$ cat src/design/spq_pkg.sv
// spq_pkg: sizes, request and status codes and the controller command word
// for the sorted priority queue; no dependencies
`default_nettype none

package spq_pkg;

  localparam int DEPTH     = 16;
  localparam int ID_BITS   = 16;
  localparam int PRIO_BITS = 8;
  localparam int CNT_BITS  = $clog2(DEPTH + 1);

  typedef enum logic [1:0] {
    REQ_INSERT    = 2'd0,
    REQ_POP_FRONT = 2'd1,
    REQ_SEARCH    = 2'd2,
    REQ_REMOVE_ID = 2'd3
  } req_type_t;

  typedef enum logic [1:0] {
    ST_OK       = 2'd0,
    ST_NOT_HERE = 2'd1,
    ST_FULL     = 2'd2
  } status_t;

  // controller to datapath
  typedef struct packed {
    logic load;   // capture the request word
    logic exec;   // apply the captured request to the cells
  } spq_cmd_t;

endpackage

`default_nettype wire

$ cat src/design/spq_req_if.sv
// spq_req_if: request channel of the sorted priority queue
// depends on spq_pkg
`default_nettype none

interface spq_req_if;
  import spq_pkg::*;

  logic                 valid;
  logic                 ready;
  logic [1:0]           req_type;
  logic [ID_BITS-1:0]   entry_id;
  logic [PRIO_BITS-1:0] entry_priority;

  modport source (output valid, req_type, entry_id, entry_priority, input ready);
  modport sink   (input valid, req_type, entry_id, entry_priority, output ready);
endinterface

`default_nettype wire

$ cat src/design/spq_rsp_if.sv
// spq_rsp_if: response channel of the sorted priority queue
// depends on spq_pkg
`default_nettype none

interface spq_rsp_if;
  import spq_pkg::*;

  logic                 valid;
  logic                 ready;
  logic [1:0]           status;
  logic [ID_BITS-1:0]   result_id;
  logic [PRIO_BITS-1:0] result_priority;
  logic [CNT_BITS-1:0]  entry_count;
  logic                 front_valid;
  logic [ID_BITS-1:0]   front_id;
  logic [PRIO_BITS-1:0] front_priority;

  modport source (output valid, status, result_id, result_priority, entry_count,
                  front_valid, front_id, front_priority, input ready);
  modport sink   (input valid, status, result_id, result_priority, entry_count,
                  front_valid, front_id, front_priority, output ready);
endinterface

`default_nettype wire

$ cat src/design/sorted_priority_queue.sv
// sorted_priority_queue: top level, joins sequencer and datapath
// depends on spq_pkg, spq_req_if, spq_rsp_if, spq_ctrl, spq_datapath
//
// Usage:
//   req carries one request word: req_type (insert, remove front, search by
//   id, remove by id), entry_id and entry_priority. rsp returns one word per
//   request: status, the removed or found entry, the count and the front
//   entry as they stand after the request.
//   Up to 16 entries sit in a row of cells kept in descending priority
//   order; an insert lands behind every entry of equal or higher priority.
//   All cells compare against the request in parallel and shift together in
//   the cell update step, so the response word turns valid once the update
//   is done (take, update, respond). The sequencer handles one request at a
//   time, so no new request is taken before the response word of the last
//   one is accepted.
//   When the receiver stalls, the response word is held and no new request
//   is taken until it is accepted.
//   Synchronous reset empties the queue; cell contents are not cleared, an
//   empty queue reports a zero front entry.
`default_nettype none

module sorted_priority_queue (
  input wire logic clk,
  input wire logic rst,
  spq_req_if.sink  req,
  spq_rsp_if.source rsp
);
  import spq_pkg::*;

  spq_cmd_t cmd;

  spq_ctrl u_ctrl (
    .clk       (clk),
    .rst       (rst),
    .req_valid (req.valid),
    .req_ready (req.ready),
    .rsp_valid (rsp.valid),
    .rsp_ready (rsp.ready),
    .cmd       (cmd)
  );

  spq_datapath u_datapath (
    .clk             (clk),
    .rst             (rst),
    .cmd             (cmd),
    .req_type        (req.req_type),
    .entry_id        (req.entry_id),
    .entry_priority  (req.entry_priority),
    .status          (rsp.status),
    .result_id       (rsp.result_id),
    .result_priority (rsp.result_priority),
    .entry_count     (rsp.entry_count),
    .front_valid     (rsp.front_valid),
    .front_id        (rsp.front_id),
    .front_priority  (rsp.front_priority)
  );

endmodule

`default_nettype wire

$ cat src/design/spq_ctrl.sv
// spq_ctrl: request sequencer of the sorted priority queue
// depends on spq_pkg
`default_nettype none

module spq_ctrl (
  input  wire logic              clk,
  input  wire logic              rst,
  input  wire logic              req_valid,
  output logic                   req_ready,
  output logic                   rsp_valid,
  input  wire logic              rsp_ready,
  output spq_pkg::spq_cmd_t      cmd
);
  import spq_pkg::*;

  typedef enum logic [2:0] {
    S_IDLE = 3'b001,
    S_EXEC = 3'b010,
    S_RESP = 3'b100
  } state_t;

  state_t state;
  state_t state_next;

  // next state
  always_comb begin
    state_next = state;
    unique case (state)
      S_IDLE: if (req_valid) state_next = S_EXEC;
      S_EXEC: state_next = S_RESP;
      S_RESP: if (rsp_ready) state_next = S_IDLE;
      default: state_next = S_IDLE;
    endcase
  end

  always_ff @(posedge clk) begin
    if (rst) begin
      state <= S_IDLE;
    end else begin
      state <= state_next;
    end
  end

  // handshakes and commands
  assign req_ready = (state == S_IDLE);
  assign rsp_valid = (state == S_RESP);
  assign cmd.load  = (state == S_IDLE) && req_valid;
  assign cmd.exec  = (state == S_EXEC);

endmodule

`default_nettype wire

$ cat src/design/spq_datapath.sv
// spq_datapath: sorted cell array, parallel compare and result register
// depends on spq_pkg
`default_nettype none

module spq_datapath (
  input  wire logic                           clk,
  input  wire logic                           rst,
  input  wire spq_pkg::spq_cmd_t              cmd,
  input  wire logic [1:0]                     req_type,
  input  wire logic [spq_pkg::ID_BITS-1:0]    entry_id,
  input  wire logic [spq_pkg::PRIO_BITS-1:0]  entry_priority,
  output logic [1:0]                          status,
  output logic [spq_pkg::ID_BITS-1:0]         result_id,
  output logic [spq_pkg::PRIO_BITS-1:0]       result_priority,
  output logic [spq_pkg::CNT_BITS-1:0]        entry_count,
  output logic                                front_valid,
  output logic [spq_pkg::ID_BITS-1:0]         front_id,
  output logic [spq_pkg::PRIO_BITS-1:0]       front_priority
);
  import spq_pkg::*;

  // captured request word
  req_type_t            op;
  logic [ID_BITS-1:0]   op_id;
  logic [PRIO_BITS-1:0] op_prio;

  // cells, front at index 0
  logic [ID_BITS-1:0]   slot_id   [DEPTH];
  logic [PRIO_BITS-1:0] slot_prio [DEPTH];
  logic [CNT_BITS-1:0]  count;

  logic [DEPTH-1:0]     live;
  logic [DEPTH-1:0]     ahead;    // entry stays ahead of an insert
  logic [DEPTH-1:0]     hit;
  logic [DEPTH-1:0]     seen;     // a hit lies in front of this cell
  logic [DEPTH-1:0]     first;
  logic                 found;
  logic [ID_BITS-1:0]   hit_id;
  logic [PRIO_BITS-1:0] hit_prio;
  logic                 full;

  always_ff @(posedge clk) begin
    if (cmd.load) begin
      op      <= req_type_t'(req_type);
      op_id   <= entry_id;
      op_prio <= entry_priority;
    end
  end

  // per-cell compares
  always_comb begin
    for (int i = 0; i < DEPTH; i++) begin
      live[i]  = CNT_BITS'(i) < count;
      ahead[i] = live[i] && (slot_prio[i] >= op_prio);
      hit[i]   = live[i] && (slot_id[i] == op_id);
    end
  end

  // first match front to back
  always_comb begin
    seen[0] = 1'b0;
    for (int i = 1; i < DEPTH; i++) begin
      seen[i] = seen[i-1] | hit[i-1];
    end
    first    = hit & ~seen;
    found    = |hit;
    hit_id   = '0;
    hit_prio = '0;
    for (int i = 0; i < DEPTH; i++) begin
      if (first[i]) begin
        hit_id   = slot_id[i];
        hit_prio = slot_prio[i];
      end
    end
  end

  assign full = (count == CNT_BITS'(DEPTH));

  // cell updates
  always_ff @(posedge clk) begin
    if (cmd.exec) begin
      unique case (op) inside
        REQ_INSERT: begin
          if (!full) begin
            // front cell takes the new entry unless it stays ahead
            if (!ahead[0]) begin
              slot_id[0]   <= op_id;
              slot_prio[0] <= op_prio;
            end
            for (int i = 1; i < DEPTH; i++) begin
              if (!ahead[i]) begin
                if (ahead[i-1]) begin
                  slot_id[i]   <= op_id;
                  slot_prio[i] <= op_prio;
                end else begin
                  slot_id[i]   <= slot_id[i-1];
                  slot_prio[i] <= slot_prio[i-1];
                end
              end
            end
          end
        end
        REQ_POP_FRONT: begin
          for (int i = 0; i < DEPTH - 1; i++) begin
            slot_id[i]   <= slot_id[i+1];
            slot_prio[i] <= slot_prio[i+1];
          end
        end
        REQ_REMOVE_ID: begin
          for (int i = 0; i < DEPTH - 1; i++) begin
            if (seen[i] || hit[i]) begin
              slot_id[i]   <= slot_id[i+1];
              slot_prio[i] <= slot_prio[i+1];
            end
          end
        end
        default: ;
      endcase
    end
  end

  // occupancy
  always_ff @(posedge clk) begin
    if (rst) begin
      count <= '0;
    end else if (cmd.exec) begin
      unique case (op) inside
        REQ_INSERT:    if (!full) count <= count + CNT_BITS'(1);
        REQ_POP_FRONT: if (count != '0) count <= count - CNT_BITS'(1);
        REQ_REMOVE_ID: if (found) count <= count - CNT_BITS'(1);
        default: ;
      endcase
    end
  end

  // result register
  always_ff @(posedge clk) begin
    if (cmd.exec) begin
      result_id       <= '0;
      result_priority <= '0;
      status          <= ST_OK;
      unique case (op) inside
        REQ_INSERT: begin
          if (full) status <= ST_FULL;
        end
        REQ_POP_FRONT: begin
          if (count == '0) begin
            status <= ST_NOT_HERE;
          end else begin
            result_id       <= slot_id[0];
            result_priority <= slot_prio[0];
          end
        end
        REQ_SEARCH, REQ_REMOVE_ID: begin
          if (!found) begin
            status <= ST_NOT_HERE;
          end else begin
            result_id       <= hit_id;
            result_priority <= hit_prio;
          end
        end
        default: ;
      endcase
    end
  end

  // front entry straight from cell 0
  assign entry_count    = count;
  assign front_valid    = (count != '0);
  assign front_id       = front_valid ? slot_id[0]   : '0;
  assign front_priority = front_valid ? slot_prio[0] : '0;

endmodule

`default_nettype wire

$ cat src/flat_wrapper.sv
// flat-port wrapper written by rule: the top's interface ports become plain ports
module sorted_priority_queue_flat import spq_pkg::*;
  (clk, rst, req_valid, req_req_type, req_entry_id, req_entry_priority, req_ready, rsp_valid, rsp_status, rsp_result_id, rsp_result_priority, rsp_entry_count, rsp_front_valid, rsp_front_id, rsp_front_priority, rsp_ready);
  spq_req_if req_i ();
  spq_rsp_if rsp_i ();
  input wire logic clk;
  input wire logic rst;
  input wire logic [$bits(req_i.valid)-1:0] req_valid;
  input wire logic [$bits(req_i.req_type)-1:0] req_req_type;
  input wire logic [$bits(req_i.entry_id)-1:0] req_entry_id;
  input wire logic [$bits(req_i.entry_priority)-1:0] req_entry_priority;
  output wire logic [$bits(req_i.ready)-1:0] req_ready;
  output wire logic [$bits(rsp_i.valid)-1:0] rsp_valid;
  output wire logic [$bits(rsp_i.status)-1:0] rsp_status;
  output wire logic [$bits(rsp_i.result_id)-1:0] rsp_result_id;
  output wire logic [$bits(rsp_i.result_priority)-1:0] rsp_result_priority;
  output wire logic [$bits(rsp_i.entry_count)-1:0] rsp_entry_count;
  output wire logic [$bits(rsp_i.front_valid)-1:0] rsp_front_valid;
  output wire logic [$bits(rsp_i.front_id)-1:0] rsp_front_id;
  output wire logic [$bits(rsp_i.front_priority)-1:0] rsp_front_priority;
  input wire logic [$bits(rsp_i.ready)-1:0] rsp_ready;
  assign req_i.valid = req_valid;
  assign req_i.req_type = req_req_type;
  assign req_i.entry_id = req_entry_id;
  assign req_i.entry_priority = req_entry_priority;
  assign req_ready = req_i.ready;
  assign rsp_valid = rsp_i.valid;
  assign rsp_status = rsp_i.status;
  assign rsp_result_id = rsp_i.result_id;
  assign rsp_result_priority = rsp_i.result_priority;
  assign rsp_entry_count = rsp_i.entry_count;
  assign rsp_front_valid = rsp_i.front_valid;
  assign rsp_front_id = rsp_i.front_id;
  assign rsp_front_priority = rsp_i.front_priority;
  assign rsp_i.ready = rsp_ready;
  sorted_priority_queue u_core (.clk(clk), .rst(rst), .req(req_i), .rsp(rsp_i));
endmodule
$ cat config.mk
export PLATFORM = sky130hd
export DESIGN_NAME = sorted_priority_queue_flat
export DESIGN_NICKNAME = d
export VERILOG_FILES = /design/src/design/spq_pkg.sv /design/src/design/spq_req_if.sv /design/src/design/spq_rsp_if.sv /design/src/design/sorted_priority_queue.sv /design/src/design/spq_ctrl.sv /design/src/design/spq_datapath.sv /design/src/flat_wrapper.sv
export SDC_FILE = /design/constraint.sdc
export NUM_CORES = 2
export LEC_CHECK = 0
export ABC_AREA = 1
export BUFFER_PORTS_ARGS = -buffer_cell sky130_fd_sc_hd__buf_2
export CORE_MARGIN = 2
export CORE_UTILIZATION = 60
export DETAILED_ROUTE_END_ITERATION = 10
export PLACE_DENSITY = 0.82
export SETUP_SLACK_MARGIN = 0.1
export SYNTH_ARGS = -nofsm -noshare
export SYNTH_HDL_FRONTEND = slang
export SYNTH_SLANG_ARGS = --single-unit
export TNS_END_PERCENT = 1
$ cat constraint.sdc
create_clock -name clk -period 9.2 [get_ports clk]
set_input_delay 2.3 -clock clk [delete_from_list [all_inputs] [get_ports clk]]
set_output_delay 2.3 -clock clk [all_outputs]
set_load 0.01 [all_outputs]
# After elaboration in Yosys (flattened, before gate mapping)
# Memories as Yosys holds them, arrays and structs flattened.
# Cells that the tools add are included.
[totals]
input_bits = 30
ram_bits = 384
n_memories = 2
word_cells = 621
regBits = 60
[mem_list]
columns = ["name", "depth", "width", "read_ports", "rd_ports_with_merged_regs", "wr", "line_no", "source"]
rows = [
  ["u_core.u_datapath.slot_id", 16, 16, 16, 0, 16, "spq_datapath.sv:28", "logic [ID_BITS-1:0] slot_id [DEPTH];"],
  ["u_core.u_datapath.slot_prio", 16, 8, 16, 0, 16, "spq_datapath.sv:29", "logic [PRIO_BITS-1:0] slot_prio [DEPTH];"],
]
[op_classes]
n_reduce_logical = 55
n_mux = 388
magnitude_cmp = 32
bitwise_logic = 106
addsub = 2
eq_ne = 28
[ops]
columns = ["op", "count"]
rows = [
  ["2-to-1 mux 16 bit", 64],
  ["2-to-1 mux 8 bit", 64],
  ["== test 16 bit", 16],
  ["2-to-1 mux 1 bit", 249],
  ["greater-or-equal comparator 8 bit", 16],
  ["OR 1 bit", 104],
  ["< comparator 4 x 5 -> 1 bit (first input constant)", 8],
  ["logical AND 1 bit", 33],
  ["case mux 16 bit (2 select lines)", 1],
  ["< comparator 3 x 5 -> 1 bit (first input constant)", 4],
  ["bitwise AND 16 bit", 1],
  ["inverter 16 bit", 1],
  ["case mux 8 bit (2 select lines)", 1],
  ["OR reduction 16 bit", 1],
  ["2-to-1 mux 5 bit", 3],
  ["case mux 5 bit (3 select lines)", 1],
  ["logical OR 1 bit", 14],
  ["< comparator 1 x 5 -> 1 bit (first input constant)", 2],
  ["< comparator 2 x 5 -> 1 bit (first input constant)", 2],
  ["case mux 3 bit (3 select lines)", 1],
  ["!= test 2 bit (second input constant)", 4],
  ["2-to-1 mux 3 bit", 2],
  ["case mux 2 bit (3 select lines)", 1],
  ["adder 5 x 1 -> 5 bit (second input constant)", 1],
  ["16 further kinds", 17],
]

# Depth between registers and ports, before layout
# An unclocked memory read counts as a cell.
[depth]
word_depth = 37
mapped_depth = 33
mapped_depth_nobuf = 32

# By module
# Synthesis repeated with hierarchy kept, for this count alone.
[unflattened]
hier_cells = 4414
hier_area_um2 = 33392.0
[modules_own_cells]
columns = ["module", "n_inst", "seq_area_each_um2", "area_each_um2", "cells_per_inst"]
rows = [
  ["spq_datapath", 1, 13192.7, 33236.9, 4391],
  ["spq_ctrl", 1, 60.1, 155.1, 23],
]

# Worst setup path after synthesis
# OpenSTA, ideal clock, no wires.
[synth_path]
kind = "register to register"
startpoint = "register u_core.u_ctrl.state[1]"
endpoint = "memory u_core.u_datapath.slot_id[2][0] (netlist: u_core.u_datapath.slot_id[0][32]), enable pin"
t_arrival_ns = 6.236
setup_slack_ns = 2.474
synth_period_minus_slack_ns = 6.726
stages_incl_launch_ff = 7
setup_ns = 0.490
path_cell_list = "dfxtp_1 -> inv_1 -> nor3_1 -> inv_1 -> nor2_1 -> inv_1 -> o311ai_0"
[synth_rtl]
columns = ["item", "line_no", "source"]
rows = [
  ["start: declaration", "spq_ctrl.sv:22", "state_t state;"],
  ["start signal: assignment", "spq_ctrl.sv:40", "state <= state_next;"],
  ["end: declaration", "spq_datapath.sv:28", ""],
]

==> metrics.yaml <==
logic_synthesis:
  seq_area_frac_synth_pct: 39.7
  netlist_instances: 4452
  syn_avg_cell_area_sq_um: 7.49
  ys_seq_elements: 444
  synth-edff-count: 436
  syn_nets: 4614
  synth_most_common_cell: "nand2_1"
  synthTopCellsByArea: "edfxtp_1 (39%), nand2_1 (12%), o21ai_0 (8.2%)"
  syn_area_sq_um: 33400
  yosysUniqueCellTypes: 58
  ys_async_sr_fraction_pct: 0
  synth.top_cell.area_share_pct: 39.2
  synth_largest_area_cell: "edfxtp_1"
  ys.warnings.count: 0
  yosys-top-cells-count: "nand2_1 (1069), o21ai_0 (547), inv_1 (535)"
  synth_flop_cell: "edfxtp_1"
clock_tree:
  cts_hold_buffers: 0
  postCtsSetupRepairBufs: 0
  post_cts_resize_count: 0
  cts_tree: "yes"
  cts_sinks: 444
  cts.path.max_buffers: 3
  clk_latency_ns: 0.64
  cts-root-buf: "clkbuf_16"
  path_clk_slew_ns: 0.06
  h-tree-depth: 2
  cts_buffers: 51
global_route:
  grtUsageTotal_pct: 52.9
  grt_max_degree: 243
  antenna_found_initial: 10
  grt_pass1_wl_mm: 217
  grt_pass1_vias: 31521
  gr-total-overflow: 0
detailed_routing:
  drt-initial-drc-count: 7354
  drcViolationCount: 0
  ant_nets: 0
  wirelength_mm: 155
  vias: 35735
  via_per_inst: 6.83
  wire_per_inst_microns: 29.7
  first_pass_iters: 9
timing:
  drv_slew: 0
  skew_ns: 0.0158
  worst_pin_slew_ns: 1.38
  timing.fmax_mhz: 167
  period_share_pct: 65.2
  hold_viol: 0
  setup_viol: 0
  fin_setup_tns_ns: 0
  holdWs_ns: 0.604
  rsz0062_at_grt: "no"
  min_period_ns: 6.00
  relSlewSlack_pct: 7.20
critical_path:
  r2r_start: "u_core.u_datapath.op_id[0]"
  crit_fanout: 36
  endpoint_kind: "flop"
  worstRegToRegCells: 18
  criticalPathCategory: "reg2reg"
  worstPathRequired_ns: 9.32
  critPathArrivalTime_ns: 6.11
  worstReg2RegEnd: "u_core.u_datapath.slot_id[0][232]"
  reg2reg_slack_ns: 3.20
  cp-start-kind: "flop"
floorplanning:
  fp.dieH_microns: 240
  dieArea_sq_um: 57500
  ios: 88
  start_util_pct: 60.7
  die_w_microns: 240
  row_count: 86
  core-area_sq_um: 55000
placed_design:
  port_buffers: 87
  routabilityCongestion: 1.13
  dp_hpwl_mm: 111
hold_path:
  worstHoldPathCells: 3
  min_from: "u_core.u_ctrl.state[1]"
  hold_path_class: "reg2reg"
  hold_end: "u_core.u_ctrl.state[2]"
flow_run:
  cap_violations: 0
cells_and_area:
  fin_util_pct: 65.7
  drive_gt1_share_pct: 7.20
  area_growth_syn_to_layout_pct: 8.21
  fin_nets: 4595
pwr:
  powerDensity_nw_per_um2: 147
  vdd_drop_max_uv: 159
  p_leak_uw: 0.0161
run_status:
  status: "completed"
[power by group]
| part | switching [uW] | internal (uW) | leakage, uW | total, uW |
|---|---|---|---|---|
| Sequential | 58.6 | 2290 | 0.00405 | 2350 |
| Clock | 916 | 1230 | 0.000808 | 2150 |
| Combinational | 574 | 241 | 0.0112 | 815 |
[cell families (layout without fill, tap and decap cells)]
group	after synthesis	after routing	synth area share [%]
and+or+nand+nor	1834	1834	23.3
AOI/OAI and AO/OA	1098	1098	18.8
buffers and inverters	811	833	9.71
DFF	444	444	39.7
xor gates and xnor gates	133	133	3.49
adders and majority gates	132	132	4.95
other	0	8	0
[metrics by stage]
stage               std cells  worst slack, ns  power [uW]  instance area, sq um
finish                   5230             3.20        5310                 36100
floorplan                4452             2.47        2850                 33400
CTS                      5222             3.48        5220                 36100
detailed placement       5128             3.50        3140                 34400
global route             5223             3.00        5390                 36100
global placement         5128             3.52        3130                 34400
[state kept, by name, summed over array words and instances (netlist names)]
name	cells
u_core.u_ctrl.state	3
u_core.u_datapath.entry_count	5
u_core.u_datapath.op	2
u_core.u_datapath.op_id	16
u_core.u_datapath.op_prio	8
u_core.u_datapath.result_id	16
u_core.u_datapath.result_priority	8
u_core.u_datapath.slot_id	256
u_core.u_datapath.slot_prio	128
u_core.u_datapath.status	2
[area by class of cell]
type                            count  area [sq um]
Antenna cell                        8          20.0
Clock buffer                       67          1400
Clock inverter                     27           282
Fill cell                        4833         18900
Inverter                          564          2120
Multi-Input combinational cell   3197         17000
Sequential cell                   444         13300
Tap cell                          748           936
Timing Repair Buffer              175          1110
[per-layer routing]
layer  vias up  global-route usage (%)  part of all wire [%]
met5         -                    2.25                  0.12
met4        10                    37.9                   8.7
met3       795                    24.3                    20
met2      3618                    68.7                    37
met1     16177                    68.3                    34
li1      15135                       -                     -
[worst max-delay path by stage]
stage	startpoint	endpoint	slack (ns)	depth (start not counted)
after CTS	u_core.u_datapath.op_id[0]	u_core.u_datapath.slot_id[0][232]	3.48	18
after detailed placement	u_core.u_datapath.op_id[0]	u_core.u_datapath.slot_id[0][229]	3.50	18
after global routing	u_core.u_datapath.op_id[7]	u_core.u_datapath.slot_id[0][231]	3.00	15
after global placement	u_core.u_datapath.op_id[7]	u_core.u_datapath.slot_id[0][229]	3.52	15
final	u_core.u_datapath.op_id[0]	u_core.u_datapath.slot_id[0][232]	3.20	18
after floorplan	u_core.u_ctrl.state[1]	u_core.u_datapath.slot_id[0][32]	2.47	6
[placed cells by master (no fill, tap or decap), types with 69 or more instances in the layout]
master,n
nand2_1,1068
o21ai_0,546
inv_1,535
edfxtp_1,436
nor2_1,388
a21oi_1,174
o211ai_1,152
ha_1,132
nand3_1,127
nand4_1,89
buf_2,87
buf_4,87
xor2_1,75
o22ai_1,69
[worst max-delay path: stages (launching register included)]
cell	delay, ns
edfxtp_1	0.76
buf_4	0.40
inv_2	0.53
nand2_1	0.14
nand4_1	0.13
nor3b_1	0.05
nand3_1	0.08
buf_4	0.25
nand2_1	0.12
nor2_2	0.20
nand3_1	0.24
nor3_2	0.36
nand2_1	0.13
nor2_1	0.22
nand2_1	0.08
nand2_1	0.08
nand2_2	0.35
inv_1	0.51
nand2_1	0.78
(Power assumes the default switching activity.)
